`config.mk`:
```
export PLATFORM = sky130hd
export DESIGN_NAME = tree_leaf_lister_bfs
export DESIGN_NICKNAME = d
export VERILOG_FILES = /design/src/tll_pkg.sv /design/src/tll_ctrl.sv /design/src/tll_dpath.sv /design/src/tree_leaf_lister_bfs.sv
export SDC_FILE = /design/constraint.sdc
export NUM_CORES = 1
export LEC_CHECK = 0
export ABC_CLOCK_PERIOD_IN_PS = 4500
export BUFFER_PORTS_ARGS = -buffer_cell sky130_fd_sc_hd__buf_2
export CORE_UTILIZATION = 55
export DETAILED_ROUTE_END_ITERATION = 8
export PLACE_DENSITY_LB_ADDON = 0.25
export SYNTH_ARGS = -nofsm -noshare
export SYNTH_HDL_FRONTEND = slang
export SYNTH_HIERARCHICAL = 1
export SYNTH_SLANG_ARGS = --single-unit
```
`constraint.sdc`:
```
create_clock -name clock -period 4.5 [get_ports clock]
set_input_delay 0.225 -clock clock [delete_from_list [all_inputs] [get_ports clock]]
set_output_delay 0.225 -clock clock [all_outputs]
set_load 0.01 [all_outputs]
```
`src/tll_pkg.sv`:
```
// ----------------------------------------------------------------------------
// tll_pkg
// Shared types and constants for the tree leaf lister: controller states,
// controller-to-datapath commands and datapath status.
// ----------------------------------------------------------------------------
package tll_pkg;

   localparam int CHILD_W    = 5;   // signed child index, -1 = none
   localparam int LEAF_W     = 4;   // leaf index on the result channel
   localparam int RESULT_CAP = 16;  // leaves listed per tree at most
   localparam int CAP_W      = 5;   // holds 0 .. RESULT_CAP

   typedef enum logic [2:0] {
      ST_LOAD,    // taking node transfers
      ST_SCAN,    // looking for the root, one index a cycle
      ST_POP,     // dequeue next node
      ST_FETCH,   // read child tables at the dequeued node
      ST_CHECK,   // classify node, emit leaf or enqueue first child
      ST_ENQ_R,   // enqueue right child when both exist
      ST_FLUSH    // release held leaf as last, clear the tree
   } state_type;

   typedef struct packed {
      logic load;
      logic scan;
      logic pop;
      logic fetch;
      logic check;
      logic enq_r;
      logic flush;
   } cmd_type;

   typedef struct packed {
      logic scan_none;
      logic scan_hit;
      logic walk_more;
      logic chk_hold;
      logic two_kids;
      logic flush_hold;
   } status_type;

endpackage

```
`src/tll_ctrl.sv`:
```
// ----------------------------------------------------------------------------
// tll_ctrl
// Sequencer for the tree leaf lister: load, root scan, breadth-first walk
// and flush.
// ----------------------------------------------------------------------------
module tll_ctrl (
   input  logic                clock,
   input  logic                reset,
   input  logic                req_valid,
   input  logic                req_last_node,
   input  tll_pkg::status_type sts,
   output tll_pkg::cmd_type    cmd
);

   tll_pkg::state_type state_ff, state_in;

   always_ff @(posedge clock) begin
      if (reset) begin
         state_ff <= tll_pkg::ST_LOAD;
      end else begin
         state_ff <= state_in;
      end
   end

   always_comb begin
      state_in = state_ff;
      cmd      = '0;
      unique case (state_ff)
         tll_pkg::ST_LOAD: begin
            cmd.load = 1'b1;
            if (req_valid && req_last_node) begin
               state_in = tll_pkg::ST_SCAN;
            end
         end
         tll_pkg::ST_SCAN: begin
            cmd.scan = 1'b1;
            if (sts.scan_none) begin
               state_in = tll_pkg::ST_FLUSH;
            end else if (sts.scan_hit) begin
               state_in = tll_pkg::ST_POP;
            end
         end
         tll_pkg::ST_POP: begin
            cmd.pop  = 1'b1;
            state_in = sts.walk_more ? tll_pkg::ST_FETCH : tll_pkg::ST_FLUSH;
         end
         tll_pkg::ST_FETCH: begin
            cmd.fetch = 1'b1;
            state_in  = tll_pkg::ST_CHECK;
         end
         tll_pkg::ST_CHECK: begin
            cmd.check = 1'b1;
            if (!sts.chk_hold) begin
               state_in = sts.two_kids ? tll_pkg::ST_ENQ_R : tll_pkg::ST_POP;
            end
         end
         tll_pkg::ST_ENQ_R: begin
            cmd.enq_r = 1'b1;
            state_in  = tll_pkg::ST_POP;
         end
         tll_pkg::ST_FLUSH: begin
            cmd.flush = 1'b1;
            if (!sts.flush_hold) begin
               state_in = tll_pkg::ST_LOAD;
            end
         end
         default: begin
            state_in = tll_pkg::ST_LOAD;
         end
      endcase
   end

endmodule

```
`src/tll_dpath.sv`:
```
// ----------------------------------------------------------------------------
// tll_dpath
// Datapath of the tree leaf lister: child tables, parent marks, root scan
// counter, ring queue, held leaf and result register.
// ----------------------------------------------------------------------------
module tll_dpath #(
   parameter int MAX_NODES = 16
) (
   input  logic                                clock,
   input  logic                                reset,
   input  tll_pkg::cmd_type                    cmd,
   output tll_pkg::status_type                 sts,
   input  logic                                req_valid,
   input  logic signed [tll_pkg::CHILD_W-1:0]  req_left_child,
   input  logic signed [tll_pkg::CHILD_W-1:0]  req_right_child,
   output logic                                rsp_valid,
   input  logic                                rsp_stall,
   output logic        [tll_pkg::LEAF_W-1:0]   rsp_leaf_index,
   output logic                                rsp_last_leaf
);

   localparam int IDX_W = (MAX_NODES > 1) ? $clog2(MAX_NODES) : 1;
   localparam int CNT_W = $clog2(MAX_NODES + 1);
   localparam int POS_W = CNT_W + 1;

   // child tables and walk queue
   logic signed [tll_pkg::CHILD_W-1:0] left_mem  [MAX_NODES];
   logic signed [tll_pkg::CHILD_W-1:0] right_mem [MAX_NODES];
   logic        [IDX_W-1:0]            queue_mem [MAX_NODES];

   logic signed [tll_pkg::CHILD_W-1:0] left_rd_ff, right_rd_ff;
   logic        [IDX_W-1:0]            q_data_ff;

   logic [MAX_NODES-1:0] has_parent_ff, has_parent_in;
   logic [CNT_W-1:0]     node_count_ff, node_count_in;
   logic [CNT_W-1:0]     scan_ff, scan_in;
   logic [IDX_W-1:0]     head_ff, head_in;
   logic [CNT_W-1:0]     fill_ff, fill_in;
   logic [CNT_W-1:0]     pops_ff, pops_in;
   logic [tll_pkg::CAP_W-1:0] count_ff, count_in;
   logic                 pend_valid_ff, pend_valid_in;
   logic [IDX_W-1:0]     pend_idx_ff;
   logic                 rsp_valid_ff, rsp_valid_in;
   logic [tll_pkg::LEAF_W-1:0] rsp_leaf_ff;
   logic                 rsp_last_ff;

   logic             store_en, l_mark, r_mark;
   logic             pop_go, lv, rv, leaf, emit, emit_go, out_free, finish, out_load;
   logic             enq_en, enq_ok;
   logic [IDX_W-1:0] enq_node, left_idx, right_idx;
   logic [POS_W-1:0] pos_sum, pos_wrap;

   // ---------------------------------------------------------------- load
   assign store_en = cmd.load && req_valid && (32'(node_count_ff) < MAX_NODES);
   assign l_mark   = !req_left_child[tll_pkg::CHILD_W-1]
                     && (32'(req_left_child[tll_pkg::CHILD_W-2:0]) < MAX_NODES);
   assign r_mark   = !req_right_child[tll_pkg::CHILD_W-1]
                     && (32'(req_right_child[tll_pkg::CHILD_W-2:0]) < MAX_NODES);

   always_comb begin
      has_parent_in = has_parent_ff;
      if (finish) begin
         has_parent_in = '0;
      end else if (store_en) begin
         for (int i = 0; i < MAX_NODES; i++) begin
            if (l_mark && (32'(req_left_child[tll_pkg::CHILD_W-2:0]) == 32'(i))) begin
               has_parent_in[i] = 1'b1;
            end
            if (r_mark && (32'(req_right_child[tll_pkg::CHILD_W-2:0]) == 32'(i))) begin
               has_parent_in[i] = 1'b1;
            end
         end
      end
   end

   always_ff @(posedge clock) begin
      if (store_en) begin
         left_mem[node_count_ff[IDX_W-1:0]]  <= req_left_child;
         right_mem[node_count_ff[IDX_W-1:0]] <= req_right_child;
      end
      if (cmd.fetch) begin
         left_rd_ff  <= left_mem[q_data_ff];
         right_rd_ff <= right_mem[q_data_ff];
      end
   end

   // ---------------------------------------------------------------- root scan
   assign sts.scan_none = (scan_ff >= node_count_ff);
   assign sts.scan_hit  = !sts.scan_none && !has_parent_ff[scan_ff[IDX_W-1:0]];

   // ---------------------------------------------------------------- walk
   assign sts.walk_more = (fill_ff != '0) && (pops_ff < node_count_ff);
   assign pop_go        = cmd.pop && sts.walk_more;

   // child counts only if it names a loaded node
   assign lv = !left_rd_ff[tll_pkg::CHILD_W-1]
               && (32'(left_rd_ff[tll_pkg::CHILD_W-2:0]) < 32'(node_count_ff));
   assign rv = !right_rd_ff[tll_pkg::CHILD_W-1]
               && (32'(right_rd_ff[tll_pkg::CHILD_W-2:0]) < 32'(node_count_ff));
   assign left_idx  = IDX_W'(32'(left_rd_ff[tll_pkg::CHILD_W-2:0]));
   assign right_idx = IDX_W'(32'(right_rd_ff[tll_pkg::CHILD_W-2:0]));

   assign leaf         = !lv && !rv;
   assign emit         = cmd.check && leaf && (32'(count_ff) < tll_pkg::RESULT_CAP);
   assign out_free     = !rsp_valid_ff || !rsp_stall;
   assign sts.chk_hold = emit && pend_valid_ff && !out_free;
   assign emit_go      = emit && !sts.chk_hold;
   assign sts.two_kids = lv && rv;

   assign sts.flush_hold = cmd.flush && pend_valid_ff && !out_free;
   assign finish         = cmd.flush && !sts.flush_hold;

   always_comb begin
      enq_en   = 1'b0;
      enq_node = right_idx;
      if (cmd.scan && sts.scan_hit) begin
         enq_en   = 1'b1;
         enq_node = scan_ff[IDX_W-1:0];
      end else if (cmd.check && (lv || rv)) begin
         enq_en   = 1'b1;
         enq_node = lv ? left_idx : right_idx;
      end else if (cmd.enq_r) begin
         enq_en   = 1'b1;
         enq_node = right_idx;
      end
   end

   // a full ring drops the enqueue
   assign enq_ok   = enq_en && (32'(fill_ff) < MAX_NODES);
   assign pos_sum  = POS_W'(head_ff) + POS_W'(fill_ff);
   assign pos_wrap = (32'(pos_sum) >= MAX_NODES) ? (pos_sum - POS_W'(MAX_NODES)) : pos_sum;

   always_ff @(posedge clock) begin
      if (enq_ok) begin
         queue_mem[pos_wrap[IDX_W-1:0]] <= enq_node;
      end
      if (pop_go) begin
         q_data_ff <= queue_mem[head_ff];
      end
   end

   always_comb begin
      node_count_in = node_count_ff;
      scan_in       = scan_ff;
      head_in       = head_ff;
      fill_in       = fill_ff;
      pops_in       = pops_ff;
      count_in      = count_ff;
      pend_valid_in = pend_valid_ff;
      if (finish) begin
         node_count_in = '0;
         scan_in       = '0;
         head_in       = '0;
         fill_in       = '0;
         pops_in       = '0;
         count_in      = '0;
         pend_valid_in = 1'b0;
      end else begin
         if (store_en) begin
            node_count_in = node_count_ff + 1'b1;
         end
         if (cmd.scan && !sts.scan_none && !sts.scan_hit) begin
            scan_in = scan_ff + 1'b1;
         end
         if (pop_go) begin
            head_in = (32'(head_ff) == MAX_NODES - 1) ? '0 : head_ff + 1'b1;
            fill_in = fill_ff - 1'b1;
            pops_in = pops_ff + 1'b1;
         end else if (enq_ok) begin
            fill_in = fill_ff + 1'b1;
         end
         if (emit_go) begin
            count_in      = count_ff + 1'b1;
            pend_valid_in = 1'b1;
         end
      end
   end

   // ---------------------------------------------------------------- result
   // a leaf is held back one step so the final one can carry the last flag
   assign out_load = pend_valid_ff && (emit_go || finish);

   always_comb begin
      rsp_valid_in = rsp_valid_ff;
      if (out_load) begin
         rsp_valid_in = 1'b1;
      end else if (rsp_valid_ff && !rsp_stall) begin
         rsp_valid_in = 1'b0;
      end
   end

   always_ff @(posedge clock) begin
      if (emit_go) begin
         pend_idx_ff <= q_data_ff;
      end
      if (out_load) begin
         rsp_leaf_ff <= tll_pkg::LEAF_W'(32'(pend_idx_ff));
         rsp_last_ff <= finish;
      end
   end

   always_ff @(posedge clock) begin
      if (reset) begin
         has_parent_ff <= '0;
         node_count_ff <= '0;
         scan_ff       <= '0;
         head_ff       <= '0;
         fill_ff       <= '0;
         pops_ff       <= '0;
         count_ff      <= '0;
         pend_valid_ff <= 1'b0;
         rsp_valid_ff  <= 1'b0;
      end else begin
         has_parent_ff <= has_parent_in;
         node_count_ff <= node_count_in;
         scan_ff       <= scan_in;
         head_ff       <= head_in;
         fill_ff       <= fill_in;
         pops_ff       <= pops_in;
         count_ff      <= count_in;
         pend_valid_ff <= pend_valid_in;
         rsp_valid_ff  <= rsp_valid_in;
      end
   end

   assign rsp_valid      = rsp_valid_ff;
   assign rsp_leaf_index = rsp_leaf_ff;
   assign rsp_last_leaf  = rsp_last_ff;

endmodule

```
`src/tree_leaf_lister_bfs.sv`:
```
// ----------------------------------------------------------------------------
// tree_leaf_lister_bfs
// Loads a binary tree one node per transfer and lists its leaves in level
// order, flagging the final leaf.
// ----------------------------------------------------------------------------
// Nodes are loaded at one transfer per cycle; req_stall rises after the
// transfer that carries req_last_node and stays high until the tree has been
// listed. The root scan then checks node indices in turn, up to the node
// count, and the breadth-first walk takes each dequeued node through queue
// read, child-table read and classify, plus a right-child enqueue for a node
// with two loaded children, since the ring queue has a single write port; a
// flush step ends the tree. Leaves leave through an output register, loaded
// from the held leaf when the next leaf is emitted or at flush, so the walk
// runs on while a result waits; at most 16 leaves are listed.
module tree_leaf_lister_bfs #(
   parameter int MAX_NODES = 16
) (
   input  logic                                clock,
   input  logic                                reset,
   input  logic                                req_valid,
   output logic                                req_stall,
   input  logic signed [tll_pkg::CHILD_W-1:0]  req_left_child,
   input  logic signed [tll_pkg::CHILD_W-1:0]  req_right_child,
   input  logic                                req_last_node,
   output logic                                rsp_valid,
   input  logic                                rsp_stall,
   output logic        [tll_pkg::LEAF_W-1:0]   rsp_leaf_index,
   output logic                                rsp_last_leaf
);

   tll_pkg::cmd_type    cmd;
   tll_pkg::status_type sts;

   tll_ctrl u_ctrl (
      .clock         (clock),
      .reset         (reset),
      .req_valid     (req_valid),
      .req_last_node (req_last_node),
      .sts           (sts),
      .cmd           (cmd)
   );

   tll_dpath #(
      .MAX_NODES (MAX_NODES)
   ) u_dpath (
      .clock           (clock),
      .reset           (reset),
      .cmd             (cmd),
      .sts             (sts),
      .req_valid       (req_valid),
      .req_left_child  (req_left_child),
      .req_right_child (req_right_child),
      .rsp_valid       (rsp_valid),
      .rsp_stall       (rsp_stall),
      .rsp_leaf_index  (rsp_leaf_index),
      .rsp_last_leaf   (rsp_last_leaf)
   );

   assign req_stall = !cmd.load;

   // the final node of a tree closes the input until the walk is done
   a_last_closes: assert property (@(posedge clock) disable iff (reset)
      (req_valid && !req_stall && req_last_node) |=> req_stall)
      else $error("input still open after final node transfer");

   // results are produced only during the walk
   a_rsp_in_walk: assert property (@(posedge clock) disable iff (reset)
      $rose(rsp_valid) |-> $past(req_stall))
      else $error("result appeared while loading");

   // the walk only waits on a stalled, full result register
   a_hold_cause: assert property (@(posedge clock) disable iff (reset)
      (sts.chk_hold || sts.flush_hold) |-> (rsp_valid && rsp_stall))
      else $error("walk held without a stalled result");

endmodule

```
## After elaboration in Yosys (flattened, before gate mapping)

Memory sizes are Yosys's and may differ from the RTL's. A register that Yosys moved wholly into a read port is not among the register bits.
Index checks and enable logic that the tools add are counted.

- Register bits: 59
- RAM bits: 224
- Bits of input ports: 15
- Output and inout bits: 7
- Word-level logic and storage cells: 270
- Memories kept: 3

Memory list:

| memory | depth | width | read ports | clocked after Yosys merged registers in | write ports | RTL line | text |
|---|---|---|---|---|---|---|---|
| u_dpath.left_mem | 16 | 5 | 1 | 1 | 1 | tll_dpath.sv:27 | `logic signed [tll_pkg::CHILD_W-1:0] left_mem [MAX_NODES];` |
| u_dpath.right_mem | 16 | 5 | 1 | 1 | 1 | tll_dpath.sv:28 | `logic signed [tll_pkg::CHILD_W-1:0] right_mem [MAX_NODES];` |
| u_dpath.queue_mem | 16 | 4 | 1 | 1 | 1 | tll_dpath.sv:29 | `logic [IDX_W-1:0] queue_mem [MAX_NODES];` |

- $add $sub $neg: 9
- Order comparisons: 9
- Equality and inequality tests: 41
- Muxes and demuxes: 65
- Reductions and logical operators: 115

Operators with widths:

| operator | count |
|---|---|
| == test 4 bit, second input constant | 17 |
| logical AND 1 bit | 57 |
| 2-to-1 mux 1 bit | 49 |
| nonzero test 2 bit | 18 |
| == test 4 x 3 -> 1 bit, second input constant | 8 |
| AND reduction 2 bit | 16 |
| adder 5 x 1 -> 5 bit, second input constant | 5 |
| 2-to-1 mux 3 bit | 7 |
| one-hot mux 3 bit (7 select lines) | 1 |
| 2-to-1 mux 4 bit | 5 |
| == test 4 x 2 -> 1 bit, second input constant | 4 |
| zero test 1 bit | 15 |
| less-than comparator 5 bit, second input constant | 3 |
| less-than comparator 4 x 5 -> 1 bit | 2 |
| 2-to-1 mux 5 bit | 2 |
| == test 3 bit, second input constant | 3 |
| == test 4 x 1 -> 1 bit, second input constant | 2 |
| zero test 4 bit | 2 |
| adder 4 x 5 -> 6 bit | 1 |
| == test 3 x 2 -> 1 bit, second input constant | 2 |
| greater-or-equal comparator 6 x 5 -> 1 bit, second input constant | 1 |
| greater-or-equal comparator 5 bit | 1 |
| less-than comparator 4 x 5 -> 1 bit, second input constant | 1 |
| less-than comparator 5 bit | 1 |
| other kinds (13) | 16 |

## Longest topological paths before layout

- Depth after elaboration: 13
- Mapped depth: 14
- Depth with buffers taken out: 12

## Hierarchy

Netlist, hierarchy kept.

Modules (own cells, without submodules):

| module | times used | cells each | area each (µm²) | seq. area each (µm²) |
|---|---|---|---|---|
| tll_dpath | 1 | 752 | 12449.4 | 8358.0 |
| tll_ctrl | 1 | 37 | 289.0 | 60.1 |
| tree_leaf_lister_bfs | 1 | 1 | 3.8 | 0.0 |

## Worst setup path before layout

Ideal clock, no wire load.

- Kind: flip-flop to flip-flop
- Start: register u_dpath.node_count_ff[2]
- End: register u_dpath.fill_ff[4]
- Setup time: 0.148 ns
- Arrival time: 2.881 ns
- Required time: 4.352 ns
- Setup slack: 1.472 ns
- Stages on the path, launching flop included: 15
- Buffers on the path: 2
- Cells stage by stage: dfxtp_1 -> clkbuf_1 -> inv_1 -> ha_1 -> o21ai_0 -> o21a_1 -> o211a_1 -> buf_1 -> inv_1 -> fa_1 -> nor2b_1 -> o21ai_0 -> nand3b_1 -> xnor2_1 -> o32ai_1

- Elaborated cells on any way between the ends: 18

RTL lines:

| what | RTL line | text |
|---|---|---|
| start, declared | tll_dpath.sv:35 | `logic [CNT_W-1:0] node_count_ff, node_count_in;` |
| start signal, assigned | tll_dpath.sv:215 | `node_count_ff <= node_count_in;` |
| less-than comparator 5 bit * | tll_dpath.sv:92 | `assign sts.walk_more = (fill_ff != '0) && (pops_ff < node_count_ff);` |
| logical AND 1 bit * | tll_dpath.sv:92 |  |
| logical AND 1 bit * | tll_dpath.sv:93 | `assign pop_go = cmd.pop && sts.walk_more;` |
| via u_dpath.pop_go | tll_dpath.sv:48 | `logic pop_go, lv, rv, leaf, emit, emit_go, out_free, finish, out_load;` |
| 2-to-1 mux 5 bit or nonzero test 2 bit (tied branches) | -- |  |
| end signal, assigned | tll_dpath.sv:218 | `fill_ff <= fill_in;` |
| end, declared | tll_dpath.sv:38 | `logic [CNT_W-1:0] fill_ff, fill_in;` |

Mark *: on every way through the listed nets, which the timed path passes. The rest lies on a longest branch.
A chain may end at the register's enable or synchronous reset.

## Worst setup path after layout

- Start: register u_dpath.node_count_ff[2]
- End: register u_dpath.rsp_valid_ff (netlist: u_dpath/rsp_valid)

- Cells in the longest elaborated chain, start to end: 13
- Elaborated cells on any way between the ends: 17

RTL lines:

| what | RTL line | text |
|---|---|---|
| less-than comparator 4 x 5 -> 1 bit, on equally long branches | tll_dpath.sv:97, tll_dpath.sv:99 |  |
| logical AND 1 bit, on equally long branches | tll_dpath.sv:97, tll_dpath.sv:99 |  |
| zero test 1 bit | tll_dpath.sv:103 | `assign leaf = !lv && !rv;` |
| logical AND 1 bit * | tll_dpath.sv:103 |  |
| logical AND 1 bit * (2 in a row) | tll_dpath.sv:104 | `assign emit = cmd.check && leaf && (32'(count_ff) < tll_pkg::RESULT_CAP);` |
| logical AND 1 bit (2 in a row) | tll_dpath.sv:106 | `assign sts.chk_hold = emit && pend_valid_ff && !out_free;` |
| zero test 1 bit | tll_dpath.sv:107 | `assign emit_go = emit && !sts.chk_hold;` |
| logical AND 1 bit * | tll_dpath.sv:107 |  |
| via u_dpath.emit_go | tll_dpath.sv:48 |  |
| logical OR 1 bit * | tll_dpath.sv:181 | `assign out_load = pend_valid_ff && (emit_go \|\| finish);` |
| logical AND 1 bit * | tll_dpath.sv:181 |  |
| 2-to-1 mux 1 bit or nonzero test 2 bit (tied branches) | -- |  |
| end signal, assigned | tll_dpath.sv:222 | `rsp_valid_ff <= rsp_valid_in;` |
| end, declared | tll_dpath.sv:43 | `logic rsp_valid_ff, rsp_valid_in;` |

Marked as above.

==> impl_results.rst <==
.. list-table::
   :header-rows: 1

   * - Metric
     - Value
   * - CP Class
     - reg -> reg
   * - Proportion of synthesized chip area in sequential cells
     - 66.1%
   * - Hold Buf Count CTS
     - 3
   * - Pin count of the biggest net entering global routing
     - 41
   * - Floorplan Core Area
     - 22,700 sq um
   * - Nature of the critical path endpoint
     - register
   * - Worst r2r src
     - u_dpath/node_count_ff[2]
   * - Buffers on Ports
     - 21
   * - Area growth from synthesis to layout
     - 10.2%
   * - Number of buffer and inverter instances along the worst setup path
     - 2
   * - Endpoint, Worst Hold
     - u_dpath/left_mem[14][4]
   * - FP Rows
     - 55
   * - Multi-input combinational cell area
     - 4070 sq um
   * - Post-layout nets
     - 870
   * - Top flip-flop cell by instance count after synthesis
     - sky130_fd_sc_hd__edfxtp_1
   * - Antenna-violating nets left
     - 0
   * - Tmin final
     - 3.49 ns
   * - Crit path cell chain
     - inv_1 -> ha_1 -> o211ai_1 -> o21ai_0 -> o2111ai_1 -> nor3_2 -> o21ai_0 -> a21oi_1 -> dlygate4sd3_1
   * - Remaining DRCs
     - 0
   * - Fin worst setup slack
     - 1.01 ns
   * - CP top delay family
     - compound AO/OA/AOI/OAI gates
   * - Clock root cell
     - sky130_fd_sc_hd__clkbuf_16
   * - 1st-pass router iterations
     - 5
   * - Required time of the critical path
     - 4.98 ns
   * - Terminus of the critical flop-to-flop path
     - u_dpath/rsp_valid
   * - CP max stage delay
     - 0.71 ns
   * - Overall global routing resource usage
     - 22.7%
   * - Run status
     - complete, no violations
   * - Fmax
     - 0.287 GHz
   * - Post-layout total power
     - 6.02 mW
   * - Wire length of the first global-routing pass
     - 40,500 microns
   * - Share of power burned in registers
     - 53.1%
   * - Top library cells by usage in the layout, fill and taps aside
     - 247 x sky130_fd_sc_hd__edfxtp_1, 71 x sky130_fd_sc_hd__mux4_2, 69 x sky130_fd_sc_hd__nor2_1
   * - Final number of max-transition violations
     - 0
   * - Most frequent standard cell in the layout excluding fill and tap cells
     - sky130_fd_sc_hd__edfxtp_1
   * - H-tree depth reported by CTS
     - 1
   * - Hold Startpoint
     - req_left_child[4]
   * - Fill cell instance count of the final layout
     - 1,626
   * - Worst Max-Slew Pin Slew
     - 1.17 ns
   * - Vias in the first global route
     - 7,129
   * - Register clock-pin slew on the reported worst setup and hold paths
     - 0.06 ns
   * - Number of instances on the worst hold path
     - 1
   * - Worst r2r path cells
     - 9
   * - Netlist area before placement
     - 12,700 sq um
   * - Syn nets
     - 836
   * - Number of unique standard cell types used by synthesis
     - 63
   * - Number of flops mapped to enable cells by yosys
     - 247
   * - Starting density of the core
     - 56.1%
   * - WL/cell
     - 23.0 microns
   * - Register-to-register setup slack
     - 1.01 ns
   * - Unrepaired setup endpoints after global routing
     - no
   * - Antenna diode count
     - 0
   * - Clock power share
     - 36.9%
   * - CTS Buf Count
     - 29
   * - Switching power
     - 1.44 mW
   * - Number of placed I/O pins
     - 22
   * - Critical path arrival
     - 3.97 ns
   * - Gate count after technology mapping
     - 790
   * - Fraction of final layout cells sized beyond drive strength 1
     - 19.3%
   * - Most used cell along the critical path
     - sky130_fd_sc_hd__o21ai_0
   * - Remaining global-route overflow
     - 0
   * - Synthesis warning total
     - 6
   * - Gp weighted congestion
     - 0.843
   * - Final setup violating endpoints
     - 0
   * - Accumulated negative setup slack
     - 0 ns
   * - Cell type of the slowest stage on the worst timing path
     - sky130_fd_sc_hd__nor3_2
   * - Worst slew slack as a fraction of its limit
     - 21.5%
   * - Final Hold Violating Endpoints
     - 0
   * - Number of antenna violations at the first check in global routing
     - 0
   * - Die area
     - 23,800 sq um
   * - Switching share of power
     - 23.9%
   * - Setup Skew
     - 0.0145 ns
   * - TritonCTS Sinks
     - 297
   * - Number of DRC violations after detailed-routing iteration 0
     - 624
   * - Clock latency of the later-clocked register in the worst-skew pair
     - 0.54 ns
   * - Combinational cell fraction of total power
     - 10.0%
   * - Post-Route WL
     - 26,000 microns
   * - Total setup buffers inserted after CTS
     - 0
   * - CTS tree
     - done
   * - Worst-path fanout max
     - 9
   * - Number of flip-flops and latches in the synthesized netlist
     - 297
   * - Die span in y
     - 154 microns
   * - Worst supply voltage drop on vdd
     - 0.271 mV
   * - Sequential cell area
     - 8420 sq um
   * - Max-capacitance violation count
     - 0
   * - Share of the clock period used by the worst path after layout
     - 77.5%
   * - Setup WS pre-CTS
     - 1.14 ns
   * - Hold slack
     - 0.117 ns
   * - HPWL Detailed
     - 17,400 microns
   * - Leakage
     - 4.61 nW
   * - Synthesized area per cell
     - 16.1 sq um
   * - Average via count per standard cell
     - 6.22
   * - Power per unit of standard cell area
     - 429 nW/um^2
   * - CTS max path bufs
     - 3
   * - Via count
     - 7,021
   * - Number of resized instances in the post-cts repair step
     - 0
   * - Width of the die
     - 154 microns
   * - Classification of the worst-slack hold path
     - in -> reg
   * - Int Pwr
     - 4.58 mW
   * - Category of the worst setup path launch point
     - register
   * - Async S/R FF share, synth
     - 0%
cell type report:
type	instances	area share, %
repair buffers	41	1.87
well taps	285	2.54
inverters	18	0.481
clock inverters	12	0.713
flip-flops and latches	297	60.0
clock buffers	39	5.44
multi-input cells	437	29.0
cells in the mapped netlist, drive strengths merged (2+ instances only):
cell type / number / share of area [%]
edfxtp: 247 / 58
mux4: 72 / 13
nor2: 69 / 2.0
dfxtp: 50 / 7.9
nand2: 43 / 1.3
ha: 29 / 2.8
a21oi: 28 / 1.1
clkbuf: 24 / 0.71
mux2i: 24 / 1.9
inv: 18 / 0.53
nor3: 16 / 0.71
o22ai: 16 / 0.79
xnor2: 15 / 1.0
buf: 14 / 0.76
nand3: 12 / 0.47
o21ai: 12 / 0.47
nand2b: 10 / 0.49
nor4: 10 / 0.49
nor2b: 7 / 0.34
and2: 6 / 0.30
nand4: 6 / 0.29
xor2: 6 / 0.41
nor3b: 5 / 0.33
a211oi: 4 / 0.33
a21o: 4 / 0.24
o211ai: 4 / 0.24
or3: 4 / 0.20
and3: 3 / 0.16
nand3b: 3 / 0.18
o21a: 3 / 0.18
o32ai: 3 / 0.21
a22oi: 2 / 0.23
fa: 2 / 0.31
nor4b: 2 / 0.14
o31ai: 2 / 0.12
through the flow:
| stage | std cells | instance area (sq um) | util, % |
|---|---|---|---|
| after global placement | 1075 | 13100 | 57.9 |
| after CTS | 1129 | 14000 | 61.8 |
| after global routing | 1129 | 14000 | 61.8 |
| after floorplan | 790 | 12700 | - |
| final | 1129 | 14000 | 61.8 |
| after detailed placement | 1075 | 13100 | 57.9 |
kinds of logic (layout without fill, tap and decap cells):
logic type               after synthesis  in the layout  synth area share (%)
XOR/XNOR                              21             21                  1.44
AND/OR/NAND/NOR                      197            197                  7.47
flip-flops                           297            297                  66.1
adder cells (fa/ha/maj)               31             31                  3.16
multiplexers                          97             97                  14.7
AO/OA/AOI/OAI                         91             91                  5.14
buffers and inverters                 56            110                  1.99
worst register-to-register path: cells and delay by family, from the launching register on:
| family | cells | cell delay, ns |
|---|---|---|
| AO/OA/AOI/OAI | 5 | 1.12 |
| buffers and inverters | 2 | 0.79 |
| AND/OR/NAND/NOR | 1 | 0.71 |
| flip-flops | 1 | 0.50 |
| adder cells (fa/ha/maj) | 1 | 0.33 |
power groups by stage:
| stage | registers [mW] | logic (mW) | clock network, mW |
|---|---|---|---|
| 2_1_floorplan | 3.21 | 0.440 | 0 |
| 3_3_place_gp | 3.24 | 0.576 | 0 |
| 3_5_place_dp | 3.25 | 0.599 | 0 |
| 4_1_cts | 3.19 | 0.603 | 2.27 |
| 5_1_grt | 3.21 | 0.654 | 2.37 |
| 6_report | 3.19 | 0.602 | 2.22 |
registers in the layout, summed over array words and instances (netlist names), 16 cells and up:
signal                 cells
u_dpath/queue_mem         64
u_dpath/has_parent_ff     16
u_dpath/right_mem         80
u_dpath/left_mem          80
metal layers:
layer	vias to the layer above	part of all wire (%)	GRT usage [%]
met4	0	2.0	5.81
li1	3176	-	-
met1	3553	44	33.1
met2	245	47	35.5
met5	-	0	0
met3	47	7.0	4.51
worst max-delay path by stage:
stage,slack [ns],endpoint,from,depth (start not counted)
after floorplan,1.47,u_dpath/fill_ff[4],u_dpath/node_count_ff[2],14
after global placement,1.33,u_dpath/queue_mem[0][0],u_dpath/scan_ff[0],8
after detailed placement,1.14,u_dpath/queue_mem[6][3],u_dpath/scan_ff[0],8
after CTS,1.05,u_dpath/rsp_valid,u_dpath/node_count_ff[3],9
after global routing,0.83,u_dpath/queue_mem[4][0],u_dpath/scan_ff[0],8
final,1.01,u_dpath/rsp_valid,u_dpath/node_count_ff[2],9
Power figures use the tool's default switching activity.
